===== config.mk =====
export PLATFORM = sky130hd
export DESIGN_NAME = movement_authority_limit_finder_core
export DESIGN_NICKNAME = d
export VERILOG_FILES = /design/src/malf_pkg.sv /design/src/malf_ram.sv /design/src/malf_walk.sv /design/src/movement_authority_limit_finder_core.sv
export SDC_FILE = /design/constraint.sdc
export NUM_CORES = 2
export LEC_CHECK = 0
export ABC_AREA = 1
export ABC_CLOCK_PERIOD_IN_PS = 14200
export BUFFER_PORTS_ARGS = -buffer_cell sky130_fd_sc_hd__buf_4
export CAP_MARGIN = 10
export CORE_MARGIN = 8
export CORE_UTILIZATION = 55
export DETAILED_ROUTE_END_ITERATION = 10
export PLACE_DENSITY = 0.77
export SKIP_LAST_GASP = 1
export SLEW_MARGIN = 30
export SYNTH_ARGS = -nofsm -noshare
export SYNTH_HDL_FRONTEND = slang
export SYNTH_HIERARCHICAL = 1
export SYNTH_SLANG_ARGS = --single-unit
export TNS_END_PERCENT = 100

===== constraint.sdc =====
create_clock -name i_clk -period 14.2 [get_ports i_clk]
set_input_delay 0 -clock i_clk [delete_from_list [all_inputs] [get_ports i_clk]]
set_output_delay 0 -clock i_clk [all_outputs]
set_load 0.01 [all_outputs]

===== src/malf_pkg.sv =====
package malf_pkg;

    localparam int PATH_MAX_DEF = 64;
    localparam int NUM_TRAINS   = 3;
    localparam int BAL_W        = 8;
    localparam int OFF_W        = 24;

    localparam logic [1:0] OP_PATH  = 2'd0;
    localparam logic [1:0] OP_POS   = 2'd1;
    localparam logic [1:0] OP_QUERY = 2'd2;

    localparam logic [1:0] STAT_FOUND   = 2'd0;
    localparam logic [1:0] STAT_NO_OWN  = 2'd1;
    localparam logic [1:0] STAT_NO_LAP  = 2'd2;

    typedef enum logic [3:0] {
        ST_IDLE = 4'b0001,
        ST_SCAN = 4'b0010,
        ST_SPEC = 4'b0100,
        ST_WALK = 4'b1000
    } t_state;

    // Tag of the path entry whose read data shows up this cycle.
    typedef struct packed {
        logic valid;
        logic last;
    } t_tag;

    // Next train around the ring of three.
    function automatic logic [1:0] f_next(input logic [1:0] t);
        logic [1:0] r;
        r = (t == 2'd2) ? 2'd0 : t + 2'd1;
        return r;
    endfunction

endpackage


===== src/malf_ram.sv =====
module malf_ram #(
    parameter int WIDTH = 8,
    parameter int DEPTH = 192
) (
    input  logic                     i_clk,
    input  logic                     i_we,
    input  logic [$clog2(DEPTH)-1:0] i_waddr,
    input  logic [WIDTH-1:0]         i_wdata,
    input  logic                     i_re,
    input  logic [$clog2(DEPTH)-1:0] i_raddr,
    output logic [WIDTH-1:0]         o_rdata
);

    logic [WIDTH-1:0] r_mem [DEPTH];
    logic [WIDTH-1:0] r_rdata;

    always_ff @(posedge i_clk) begin
        if (i_we) begin
            r_mem[i_waddr] <= i_wdata;
        end
        if (i_re) begin
            r_rdata <= r_mem[i_raddr];
        end
    end

    assign o_rdata = r_rdata;

endmodule


===== src/malf_walk.sv =====
// Path entry sequencer: while run is high, issue one read a cycle over a
// circular range, tagging the data with its index and whether it is final.
module malf_walk #(
    parameter int PATH_MAX = malf_pkg::PATH_MAX_DEF
) (
    input  logic                          i_clk,
    input  logic                          i_rst_n,
    input  logic                          i_load,
    input  logic [$clog2(PATH_MAX)-1:0]   i_first,
    input  logic [$clog2(PATH_MAX+1)-1:0] i_len,
    input  logic                          i_run,
    output logic                          o_rd_en,
    output logic [$clog2(PATH_MAX)-1:0]   o_rd_idx,
    output malf_pkg::t_tag                o_tag,
    output logic [$clog2(PATH_MAX)-1:0]   o_tag_idx
);

    localparam int IW = $clog2(PATH_MAX);
    localparam int CW = $clog2(PATH_MAX+1);

    logic [IW-1:0]  r_idx;
    logic [CW-1:0]  r_left;
    logic [CW-1:0]  r_len;
    logic           r_valid;
    logic           r_last;
    logic [IW-1:0]  r_tag_idx;
    logic           issue;
    logic           wrap;

    assign issue = i_run && (r_left != '0);
    assign wrap  = ((CW'(r_idx) + CW'(1)) == r_len);

    always_ff @(posedge i_clk) begin
        if (!i_rst_n) begin
            r_left  <= '0;
            r_valid <= 1'b0;
            r_last  <= 1'b0;
        end else if (i_load) begin
            r_idx   <= i_first;
            r_len   <= i_len;
            r_left  <= i_len;
            r_valid <= 1'b0;
            r_last  <= 1'b0;
        end else begin
            r_valid <= issue;
            r_last  <= issue && (r_left == CW'(1));
            if (issue) begin
                r_tag_idx <= r_idx;
                r_idx     <= wrap ? '0 : r_idx + IW'(1);
                r_left    <= r_left - CW'(1);
            end
        end
    end

    assign o_rd_en     = issue;
    assign o_rd_idx    = r_idx;
    assign o_tag.valid = r_valid;
    assign o_tag.last  = r_last;
    assign o_tag_idx   = r_tag_idx;

endmodule


===== src/movement_authority_limit_finder_core.sv =====
// Movement authority limit finder for three trains on circular balise paths.
//
// Command channel: present i_op, i_train and the operand ports with start high;
// the transaction is taken at a rising edge with start high and busy low.
//   path write (i_op 0) and position update (i_op 1) finish in that same cycle
//   and give no result; busy stays low. An unused op code is dropped.
//   query (i_op 2) raises busy while the path is searched.
// Result channel: o_valid is high for exactly one cycle with o_eoa_balise,
// o_eoa_offset and o_status; the receiver cannot stall, so results are never
// held back. A query for a train with no path or an invalid train number
// reports on the cycle after acceptance without going busy.
// Query steps: the scan reads the path from index 0 until the own balise matches,
// the next cycle checks the same-balise cases, and otherwise a walk of one lap
// from the entry after the own one strobes the result where it stops.
// The single read port of the path memory sets the pace: one entry per cycle
// in both the scan and the walk.
// Reset (i_rst_n low, synchronous) clears all path lengths and train positions;
// path memory contents are not cleared and must be written before use.
module movement_authority_limit_finder_core #(
    parameter int PATH_MAX = malf_pkg::PATH_MAX_DEF
) (
    input  logic                              i_clk,
    input  logic                              i_rst_n,
    input  logic                              start,
    output logic                              busy,
    input  logic [1:0]                        i_op,
    input  logic [1:0]                        i_train,
    input  logic [5:0]                        i_path_index,
    input  logic [6:0]                        i_path_len,
    input  logic [malf_pkg::BAL_W-1:0]        i_balise,
    input  logic signed [malf_pkg::OFF_W-1:0] i_offset,
    input  logic [malf_pkg::BAL_W-1:0]        i_resource_balise,
    output logic                              o_valid,
    output logic [malf_pkg::BAL_W-1:0]        o_eoa_balise,
    output logic signed [malf_pkg::OFF_W-1:0] o_eoa_offset,
    output logic [1:0]                        o_status
);

    localparam int IW    = $clog2(PATH_MAX);
    localparam int CW    = $clog2(PATH_MAX+1);
    localparam int DEPTH = malf_pkg::NUM_TRAINS * PATH_MAX;
    localparam int AW    = $clog2(DEPTH);
    localparam int BW    = malf_pkg::BAL_W;
    localparam int OW    = malf_pkg::OFF_W;

    // Control state
    malf_pkg::t_state r_state, n_state;
    logic [1:0]     r_t;
    logic [BW-1:0]  r_res;
    logic [CW-1:0]  r_len;
    logic [IW-1:0]  r_pos, n_pos;

    // Per-train state
    logic [CW-1:0]         r_path_len [malf_pkg::NUM_TRAINS];
    logic [BW-1:0]         r_tr_bal   [malf_pkg::NUM_TRAINS];
    logic signed [OW-1:0]  r_tr_off   [malf_pkg::NUM_TRAINS];

    // Result register
    logic                  r_ovalid, n_ovalid;
    logic [BW-1:0]         r_obal, n_obal;
    logic signed [OW-1:0]  r_ooff, n_ooff;
    logic [1:0]            r_ostat, n_ostat;

    // Command decode
    logic          accept;
    logic          tr_ok;
    logic          path_ok;
    logic [CW-1:0] len_sat;
    logic [CW-1:0] in_len;

    // Walker and memory hookup
    logic                 w_load;
    logic [IW-1:0]        w_first;
    logic [CW-1:0]        w_len;
    logic                 w_run;
    logic                 rd_en;
    logic [IW-1:0]        rd_idx;
    malf_pkg::t_tag       tag;
    logic [IW-1:0]        tag_idx;
    logic [AW-1:0]        waddr;
    logic [AW-1:0]        raddr;
    logic                 ram_we;
    logic [BW-1:0]        rdata;

    // Query context
    logic [1:0]            t_n1, t_n2;
    logic [BW-1:0]         own_bal, bal1, bal2;
    logic signed [OW-1:0]  own_off, off1, off2;
    logic                  hit_r, hit_1, hit_2;
    logic signed [OW-1:0]  best;
    logic [IW-1:0]         pos_next;

    assign accept  = start && !busy;
    assign busy    = (r_state != malf_pkg::ST_IDLE);
    assign tr_ok   = (i_train <= 2'd2);
    assign path_ok = (32'(i_path_index) < PATH_MAX);
    assign len_sat = (32'(i_path_len) > PATH_MAX) ? CW'(PATH_MAX) : CW'(i_path_len);
    assign in_len  = tr_ok ? r_path_len[i_train] : '0;

    assign ram_we = accept && (i_op == malf_pkg::OP_PATH) && tr_ok && path_ok;
    assign waddr  = AW'(i_train) * AW'(PATH_MAX) + AW'(i_path_index);
    assign raddr  = AW'(r_t) * AW'(PATH_MAX) + AW'(rd_idx);

    malf_ram #(
        .WIDTH (BW),
        .DEPTH (DEPTH)
    ) u_ram (
        .i_clk   (i_clk),
        .i_we    (ram_we),
        .i_waddr (waddr),
        .i_wdata (i_balise),
        .i_re    (rd_en),
        .i_raddr (raddr),
        .o_rdata (rdata)
    );

    malf_walk #(
        .PATH_MAX (PATH_MAX)
    ) u_walk (
        .i_clk     (i_clk),
        .i_rst_n   (i_rst_n),
        .i_load    (w_load),
        .i_first   (w_first),
        .i_len     (w_len),
        .i_run     (w_run),
        .o_rd_en   (rd_en),
        .o_rd_idx  (rd_idx),
        .o_tag     (tag),
        .o_tag_idx (tag_idx)
    );

    // The own train's state is stable for the whole query: busy blocks updates.
    assign t_n1    = malf_pkg::f_next(r_t);
    assign t_n2    = malf_pkg::f_next(t_n1);
    assign own_bal = r_tr_bal[r_t];
    assign own_off = r_tr_off[r_t];
    assign bal1    = r_tr_bal[t_n1];
    assign off1    = r_tr_off[t_n1];
    assign bal2    = r_tr_bal[t_n2];
    assign off2    = r_tr_off[t_n2];

    // Walk compare unit: it looks for the resource or another train and takes the
    // nearest offset; the scan matches the own balise with a compare of its own.
    assign hit_r = (rdata == r_res);
    assign hit_1 = (rdata == bal1);
    assign hit_2 = (rdata == bal2);

    always_comb begin
        best = '0;
        if (hit_1 && (!hit_r || off1 < best)) begin
            best = off1;
        end
        if (hit_2 && (!(hit_r || hit_1) || off2 < best)) begin
            best = off2;
        end
    end

    assign pos_next = ((CW'(r_pos) + CW'(1)) == r_len) ? '0 : r_pos + IW'(1);

    // Sequencer
    always_comb begin
        n_state  = r_state;
        n_pos    = r_pos;
        n_ovalid = 1'b0;
        n_obal   = r_obal;
        n_ooff   = r_ooff;
        n_ostat  = r_ostat;
        w_load   = 1'b0;
        w_first  = '0;
        w_len    = in_len;
        w_run    = 1'b0;
        case (r_state)
            malf_pkg::ST_IDLE: begin
                if (accept && i_op == malf_pkg::OP_QUERY) begin
                    if (in_len == '0) begin
                        // No such train or empty path: own balise cannot match.
                        n_ovalid = 1'b1;
                        n_obal   = '0;
                        n_ooff   = '0;
                        n_ostat  = malf_pkg::STAT_NO_OWN;
                    end else begin
                        w_load  = 1'b1;
                        n_state = malf_pkg::ST_SCAN;
                    end
                end
            end
            malf_pkg::ST_SCAN: begin
                w_run = 1'b1;
                if (tag.valid) begin
                    if (rdata == own_bal) begin
                        n_pos   = tag_idx;
                        n_state = malf_pkg::ST_SPEC;
                    end else if (tag.last) begin
                        n_ovalid = 1'b1;
                        n_obal   = '0;
                        n_ooff   = '0;
                        n_ostat  = malf_pkg::STAT_NO_OWN;
                        n_state  = malf_pkg::ST_IDLE;
                    end
                end
            end
            malf_pkg::ST_SPEC: begin
                // Same-balise cases, in priority order.
                if (r_res == own_bal && own_off <= 0) begin
                    n_ovalid = 1'b1;
                    n_obal   = r_res;
                    n_ooff   = '0;
                    n_ostat  = malf_pkg::STAT_FOUND;
                    n_state  = malf_pkg::ST_IDLE;
                end else if (bal1 == own_bal && off1 >= own_off) begin
                    n_ovalid = 1'b1;
                    n_obal   = bal1;
                    n_ooff   = off1;
                    n_ostat  = malf_pkg::STAT_FOUND;
                    n_state  = malf_pkg::ST_IDLE;
                end else if (bal2 == own_bal && off2 >= own_off) begin
                    n_ovalid = 1'b1;
                    n_obal   = bal2;
                    n_ooff   = off2;
                    n_ostat  = malf_pkg::STAT_FOUND;
                    n_state  = malf_pkg::ST_IDLE;
                end else begin
                    // Walk one lap starting just past the own entry.
                    w_load  = 1'b1;
                    w_first = pos_next;
                    w_len   = r_len;
                    n_state = malf_pkg::ST_WALK;
                end
            end
            malf_pkg::ST_WALK: begin
                w_run = 1'b1;
                if (tag.valid) begin
                    if (hit_r || hit_1 || hit_2) begin
                        n_ovalid = 1'b1;
                        n_obal   = rdata;
                        n_ooff   = best;
                        n_ostat  = malf_pkg::STAT_FOUND;
                        n_state  = malf_pkg::ST_IDLE;
                    end else if (tag.last) begin
                        n_ovalid = 1'b1;
                        n_obal   = '0;
                        n_ooff   = '0;
                        n_ostat  = malf_pkg::STAT_NO_LAP;
                        n_state  = malf_pkg::ST_IDLE;
                    end
                end
            end
            default: begin
                n_state = malf_pkg::ST_IDLE;
            end
        endcase
    end

    always_ff @(posedge i_clk) begin
        if (!i_rst_n) begin
            r_state  <= malf_pkg::ST_IDLE;
            r_ovalid <= 1'b0;
            for (int i = 0; i < malf_pkg::NUM_TRAINS; i++) begin
                r_path_len[i] <= '0;
                r_tr_bal[i]   <= '0;
                r_tr_off[i]   <= '0;
            end
        end else begin
            r_state  <= n_state;
            r_ovalid <= n_ovalid;
            if (accept && tr_ok && i_op == malf_pkg::OP_PATH) begin
                r_path_len[i_train] <= len_sat;
            end
            if (accept && tr_ok && i_op == malf_pkg::OP_POS) begin
                r_tr_bal[i_train] <= i_balise;
                r_tr_off[i_train] <= i_offset;
            end
        end
    end

    // Payload registers: no reset needed.
    always_ff @(posedge i_clk) begin
        r_pos   <= n_pos;
        r_obal  <= n_obal;
        r_ooff  <= n_ooff;
        r_ostat <= n_ostat;
        if (accept && i_op == malf_pkg::OP_QUERY) begin
            r_t   <= i_train;
            r_res <= i_resource_balise;
            r_len <= in_len;
        end
    end

    assign o_valid      = r_ovalid;
    assign o_eoa_balise = r_obal;
    assign o_eoa_offset = r_ooff;
    assign o_status     = r_ostat;

    // A result only follows a query: either taken last cycle or in progress.
    a_result_from_query: assert property (@(posedge i_clk) disable iff (!i_rst_n)
        o_valid |-> ($past(r_state) != malf_pkg::ST_IDLE) ||
                    $past(start && !busy && i_op == malf_pkg::OP_QUERY))
        else $error("result without a query");

    // Failed searches carry zero balise and offset.
    a_fail_zero: assert property (@(posedge i_clk) disable iff (!i_rst_n)
        o_valid && o_status != malf_pkg::STAT_FOUND |->
            o_eoa_balise == '0 && o_eoa_offset == '0)
        else $error("failed search with nonzero fields");

    // Status code always meaningful.
    a_status_legal: assert property (@(posedge i_clk) disable iff (!i_rst_n)
        o_valid |-> (o_status == malf_pkg::STAT_FOUND ||
                     o_status == malf_pkg::STAT_NO_OWN ||
                     o_status == malf_pkg::STAT_NO_LAP))
        else $error("illegal status");

    // The own entry found by the scan lies inside the path.
    a_pos_in_path: assert property (@(posedge i_clk) disable iff (!i_rst_n)
        r_state == malf_pkg::ST_WALK |-> CW'(r_pos) < r_len)
        else $error("own position outside path");

    // Memory reads happen only during scan or walk.
    a_read_when_busy: assert property (@(posedge i_clk) disable iff (!i_rst_n)
        rd_en |-> (r_state == malf_pkg::ST_SCAN || r_state == malf_pkg::ST_WALK))
        else $error("path read outside a search");

endmodule

Yosys cells after proc, flatten, opt, wreduce, memory -nomap -nowiden
Memory sizes are Yosys's and may differ from the RTL's. A register that Yosys moved wholly into a read port is not among the register bits.
Index checks and enable logic that the tools add are counted.
- bits in registers: 90
- bits in latches: 0
- bits in writable memories: 1653
- bits in read-only memories: 0
- logic and storage cells: 206
- memories: 4
- memory list (memory ; words ; width ; read ports ; clocked after Yosys merged registers in ; write ports ; line ; RTL):
    u_ram.r_mem ; 192 ; 8 ; 1 ; 1 ; 1 ; malf_ram.sv:14 ; logic [WIDTH-1:0] r_mem [DEPTH];
    r_tr_off ; 3 ; 24 ; 3 ; 1 ; 3 ; movement_authority_limit_finder_core.sv:56 ; logic signed [OW-1:0] r_tr_off [malf_pkg::NUM_TRAINS];
    r_tr_bal ; 3 ; 8 ; 3 ; 1 ; 3 ; movement_authority_limit_finder_core.sv:55 ; logic [BW-1:0] r_tr_bal [malf_pkg::NUM_TRAINS];
    r_path_len ; 3 ; 7 ; 1 ; 0 ; 3 ; movement_authority_limit_finder_core.sv:54 ; logic [CW-1:0] r_path_len [malf_pkg::NUM_TRAINS];
- add/subtract/negate cells: 9
- multiply operators: 0
- divide/modulo/power cells: 0
- magnitude comparators: 7
- equality and inequality tests: 28
- shifts and indexed selects: 0
- muxes and demuxes: 103
- bitwise operators: 2
- reduce and logical (&&, ||, !) cells: 38
- operators with widths (cell ; number):
    $mux W24 ; 13
    $pmux W24 S4 ; 1
    $mux W8 ; 11
    $mux W7 ; 9
    $eq A8 B8 Y1 ; 7
    $ge A24 B24 Y1 ; 2
    $mux W6 ; 8
    $mux W4 ; 10
    $mux W2 ; 18
    $pmux W8 S4 ; 1
    $mux W1 ; 28
    $le A24 B1 Y1 const B ; 1
    $lt A24 B1 Y1 const B ; 1
    $lt A24 B24 Y1 ; 1
    $reduce_or A24 Y1 ; 1
    $add A8 B6 Y8 ; 2
    $pmux W4 S4 ; 1
    $add A6 B1 Y7 const B ; 2
    $eq A7 B7 Y1 ; 2
    $logic_and A1 B1 Y1 ; 14
    $add A6 B1 Y6 const B ; 2
    $reduce_and A9 Y1 ; 1
    $ne A2 B2 Y1 const B ; 4
    $pmux W2 S4 ; 1
    32 further kinds ; 46

Longest topological paths before layout
An unclocked memory read counts as a cell.
- word-level depth: 14
- mapped depth: 31

Cells and area by module
Netlist, hierarchy kept.
- by module, submodules not included (module ; instances ; cells an instance ; area an instance (um^2) ; seq. area each (um^2)):
    malf_ram ; 1 ; 5304 ; 62977.9 ; 46364.5
    movement_authority_limit_finder_core ; 1 ; 1845 ; 14725.4 ; 6326.1
    malf_walk ; 1 ; 186 ; 1507.7 ; 750.7

Least setup slack after synthesis
OpenSTA, ideal clock, no wires.
- kind: register -> register
- start: reg r_t[1]
- end: reg r_obal[0], in the netlist o_eoa_balise[0], enable pin
- setup time: 0.461 ns
- data arrival time: 5.229 ns
- path slack: 8.510 ns
- stages on the path, launching flop included: 18
- period minus slack after synthesis: 5.690 ns
- cell sequence: edfxtp_1 > buf_6 > nor2_4 > buf_6 > clkbuf_1 > buf_1 > a21oi_1 > ha_1 > nand2_1 > nor3_1 > nand3_1 > o221ai_1 > xor2_1 > o21ai_1 > nand2_2 > nand3_1 > nor2_2 > nor3_1
- word-level cells in the longest chain between the ends: 9
- RTL lines (element ; line ; RTL):
    from (decl) ; movement_authority_limit_finder_core.sv:48 ; logic [1:0] r_t;
    from (signal assigned) ; movement_authority_limit_finder_core.sv:283 ; r_t <= i_train;
    $add A2 B1 Y2 / $eq A2 B2 Y1 (equally long branches) ; malf_pkg.sv:32 ; r = (t == 2'd2) ? 2'd0 : t + 2'd1;
    $mux W2 (*) ; malf_pkg.sv:32 ;
    $add A2 B1 Y2 / $eq A2 B2 Y1 (equally long branches) ; malf_pkg.sv:32 ;
    $mux W2 ; malf_pkg.sv:32 ;
    $mem_v2 Z3 W24 / $mem_v2 Z3 W8 (equally long branches) ; -- ;
    $ge A24 B24 Y1 / $eq A8 B8 Y1 (equally long branches) ; movement_authority_limit_finder_core.sv:216 ; end else if (bal2 == own_bal && off2 >= own_off) begin
    $logic_and A1 B1 Y1 ; movement_authority_limit_finder_core.sv:216 ;
    $ne A4 B4 Y1 (no source line) (*) ; -- ;
    $reduce_and A7 Y1 (no source line) (*) ; -- ;
    to (signal assigned) ; movement_authority_limit_finder_core.sv:279 ; r_obal <= n_obal;
    to (decl) ; movement_authority_limit_finder_core.sv:60 ; logic [BW-1:0] r_obal, n_obal;
Every way passes the cells marked *; elsewhere a longest branch is shown, timed or not.
A chain may end at the register's enable or synchronous reset.

Final worst setup path
- start: reg r_t[0]
- end: reg u_walk.r_idx[5], in the netlist u_walk/o_rd_idx[5], enable pin
- word-level cells in the longest chain between the ends: 13
- RTL lines (element ; line ; RTL):
    $add A2 B1 Y2 / $eq A2 B2 Y1 (equally long branches) ; malf_pkg.sv:32 ;
    $mux W2 (*) ; malf_pkg.sv:32 ;
    $add A2 B1 Y2 / $eq A2 B2 Y1 (equally long branches) ; malf_pkg.sv:32 ;
    $mux W2 ; malf_pkg.sv:32 ;
    $mem_v2 Z3 W24 / $mem_v2 Z3 W8 (equally long branches) ; -- ;
    $ge A24 B24 Y1 / $eq A8 B8 Y1 (equally long branches) ; movement_authority_limit_finder_core.sv:216 ;
    $logic_and A1 B1 Y1 ; movement_authority_limit_finder_core.sv:216 ;
    $mux W1 ; movement_authority_limit_finder_core.sv:216 ;
    $mux W1 (*) ; movement_authority_limit_finder_core.sv:210 ; end else if (bal1 == own_bal && off1 >= own_off) begin
    $mux W1 (*) ; movement_authority_limit_finder_core.sv:204 ; if (r_res == own_bal && own_off <= 0) begin
    $pmux W1 S2 (*) ; movement_authority_limit_finder_core.sv:172 ; case (r_state)
    named net w_load ; movement_authority_limit_finder_core.sv:72 ; logic w_load;
    $reduce_bool A2 Y1 (no source line) (*) ; -- ;
    $reduce_and A2 Y1 (no source line) (*) ; -- ;
    to (signal assigned) ; malf_walk.sv:39 ; r_idx <= i_first;
    to (signal assigned) ; malf_walk.sv:49 ; r_idx <= wrap ? '0 : r_idx + IW'(1);
    to (decl) ; malf_walk.sv:21 ; logic [IW-1:0] r_idx;
Mark *: on every way through the listed nets, which the timed path passes. The rest lies on a longest branch.

==> out/results.ini <==
[sta]
final-hold-violation-count = 0
setup-violations-final = 0
relSlewSlack_pct = 25.7
max_freq_mhz = 154
rsz0062_at_grt = false
tightest_slew_ns = 1.11
period_share_pct = 45.8
maxSlewViolCount = 0
final.setup.tns_ns = 0
fin_skew_ns = 0.0278
min_period_ns = 6.50

[detailed_routing]
ant_nets = 0
drtIter0Drc = 7677
wl_per_cell_um = 22.9
drc = 2
vias = 57000
dr.pass1.iters = 11
totalWireLength_mm = 216
viasPerCell = 6.06

[global_route]
grt_use_met2_pct = 43.0
grt_pass1_wl_mm = 324
first_global_vias = 54300
globalRoute.busiestLayer = met2
grt_use_met1_pct = 34.9
antenna_found_initial = 10
grt_max_degree = 251
grtUsageTotal_pct = 26.6
use_met3_pct = 5.31
overflow = 0

[die]
core_um2 = 143000
start_util_pct = 55.3
die_h_um = 396
die_w_um = 396
die_area_um2 = 156000
placementRows = 139
ioPinCount = 96

[logic_synthesis]
ys_ff_latch = 1785
synthArstFlopShare_pct = 0
netlist.top_cell.by_area = edfxtp_1
post_synth.cell_area_avg_um2 = 10.8
synth_top_area_share_pct = 67.1
synth_area_leaders = edfxtp_1 (67%), nand2_1 (10%), nand3_1 (8.4%)
synth_edf_count = 1769
synth_area_um2 = 79200
yosysSeqAreaShare_pct = 67.5
synth_ff_type = edfxtp_1
synth.distinct_cells = 54
netlist_instances = 7335
ys_warn_count = 6

[cells_and_area]
multi_input_area_um2 = 22300
layout.nets = 7494
final_area_um2 = 87300
area_growth_pct = 10.2
nFillCells = 11100
final_cells = 9414
drive_gt1_share_pct = 6.56
regArea_um2 = 53400

[place]
placed_area_um2 = 80600
place_hpwl_mm = 127
io_buffers = 95
gp_congestion = 0.937
dp.cells = 8992

[clock_network]
cts_hold_buf = 89
clk_latency_ns = 0.80
cts_resized = 0
root_buffer = clkbuf_16
clock_sink_count = 1785
cts_tree = yes
numCtsBuffers = 175
cts_setup_buffers = 0
cts_max_level = 4
path_clk_slew_ns = 0.06
clockBufferDepth = 3

[critical_path]
rr_endpoint = u_walk/o_rd_idx[5]
startpoint = r_t[0]
cp_max_fo = 40
crit_path_end_kind = flop
crit_end = u_walk/o_rd_idx[5]
cp.required_ns = 14.63
timing.rr.start = r_t[0]
r2r_slack_ns = 7.70
critical_path_arrival_ns = 6.93
worstSetupPathType = reg2reg
cp-start-kind = flop
reg2reg_depth = 24

[pwr]
p_per_area_nw_per_um2 = 132
worst_ir_drop_vdd_v = 0.000140
comb_power_share_pct = 9.2
intPower_w = 0.00873
p_sw_share_pct = 24.2
total_power_w = 0.0115
p_leak_nw = 32.2
pwr-share-seq_pct = 51.7
p_switching_w = 0.00279
clockPowerShare_pct = 39.1

[status]
failed_checks = design-rule violations
status = finished, violations left

[min_path]
worstHoldPathType = in2reg
hold_path.startpoint = i_offset[20]

[flow_run]
cap_viol_max_count = 0

## synthesized netlist by cell type, types with 2 or more instances
cell      number
xor2_1        41
nand3_4        3
a211oi_1       5
nand2_1     2201
xnor2_1        6
ha_1          75
o21ai_0       85
o21a_1        24
a22oi_1       14
nor2_2         7
buf_1         35
a21oi_1      284
nor4_1        12
buf_4         64
o21ai_1       22
clkbuf_1     110
a31oi_1        5
nand2_2       18
buf_6         35
nor3_1        15
o221ai_1      10
clkinv_1       3
o22a_1         8
buf_2        192
dfxtp_1       16
nor2_1       453
edfxtp_1    1769
nand4_1       28
inv_1        303
o211ai_1      18
o31ai_1       48
nand3b_1       4
nand3_2        7
inv_2         19
a32o_1         6
nand3_1     1328
o22ai_1       26
or2_1          2
o211ai_2      17
nor2_4         3
## per-layer routing
metal / vias to the layer above / part of all wire, %
li1: 25600 / -
met1: 27500 / 38
met2: 3318 / 48
met3: 594 / 10
met4: 4 / 4.6
met5: - / 0.011
## state kept, by name, indices dropped and copies added, names as in the netlist, 6 cells and up, named ones only
signal	cells
r_tr_bal	32
o_eoa_balise	8
o_eoa_offset	24
u_walk/r_len	7
r_res	8
u_walk/o_rd_idx	6
r_path_len	21
r_len	7
r_pos	6
u_walk/r_left	7
r_tr_off	96
u_ram/r_mem	1536
u_ram/o_rdata	8
u_walk/o_tag_idx	6
## worst min-delay path by stage
stage	endpoint	depth (start not counted)
final	r_tr_off[3][20]	2
after global routing	r_tr_off[3][20]	2
after CTS	r_state[0]	3
after detailed placement	r_res[3]	1
after global placement	r_res[2]	1
after floorplan	r_res[0]	0
## power groups by stage
stage / Clock, W / Sequential, W / Combinational (W)
2_1_floorplan: 0 / 0.00605 / 0.000614
3_3_place_gp: 0 / 0.00606 / 0.000994
3_5_place_dp: 0 / 0.00607 / 0.00101
4_1_cts: 0.00455 / 0.00596 / 0.00104
5_1_grt: 0.00474 / 0.00596 / 0.00115
6_report: 0.00450 / 0.00596 / 0.00106
## worst max-delay path, cell delays in order (launching register included)
cell      delay (ns)
edfxtp_1        0.86
nor2_2          0.07
buf_4           0.27
inv_1           0.18
buf_4           0.49
nor2_1          0.08
a21oi_1         0.14
o21a_1          0.20
ha_1            0.18
nand4_1         0.15
nor4_1          0.42
nand4_1         0.19
nor3_1          0.36
nand2_1         0.10
nand2_1         0.12
nor2_1          0.06
o21ai_0         0.17
nand3_1         0.17
nor2_2          0.34
inv_2           0.18
nand2_1         0.50
inv_1           0.25
nand2_2         0.16
inv_2           0.05
nor2_1          0.41
## cell usage in the layout (no fill, tap or decap), types with 85 or more instances in the layout
cell type and instances:
dlygate4sd3_1 89, nand2_1 2193, o21ai_0 85, clkbuf_16 178
nor2_1 450, edfxtp_1 1769, inv_1 300, nand3_1 1328
a21oi_1 284, buf_4 147
## layout make-up
cell class              count  area share (%)
clock buffers             222            5.33
multi-input cells        4817            25.6
inverters                 327            1.44
well taps                1903            2.73
diodes                      6          0.0172
repair buffers            253            2.59
flip-flops and latches   1785            61.2
clock inverters           101            1.08
## kinds of logic after synthesis
family          Yosys count  synth area share, %
other cells               1              0.00473
buf+inv                 764                 4.58
flops                  1785                 67.5
fa+ha+maj                75                 1.18
simple gates           4084                 21.9
compound gates          579                 4.37
xor+xnor                 47                0.520
## metrics by stage
stage               hold WS (ns)  setup WS (ns)  utilization, %
floorplan                 0.0989           8.51               -
global placement           0.179           8.05            56.3
finish                    0.0564           7.70            60.9
global route              0.0426           7.19            60.9
detailed placement         0.180           7.88            56.3
CTS                       0.0108           7.85            60.8
(Power assumes the default switching activity.)
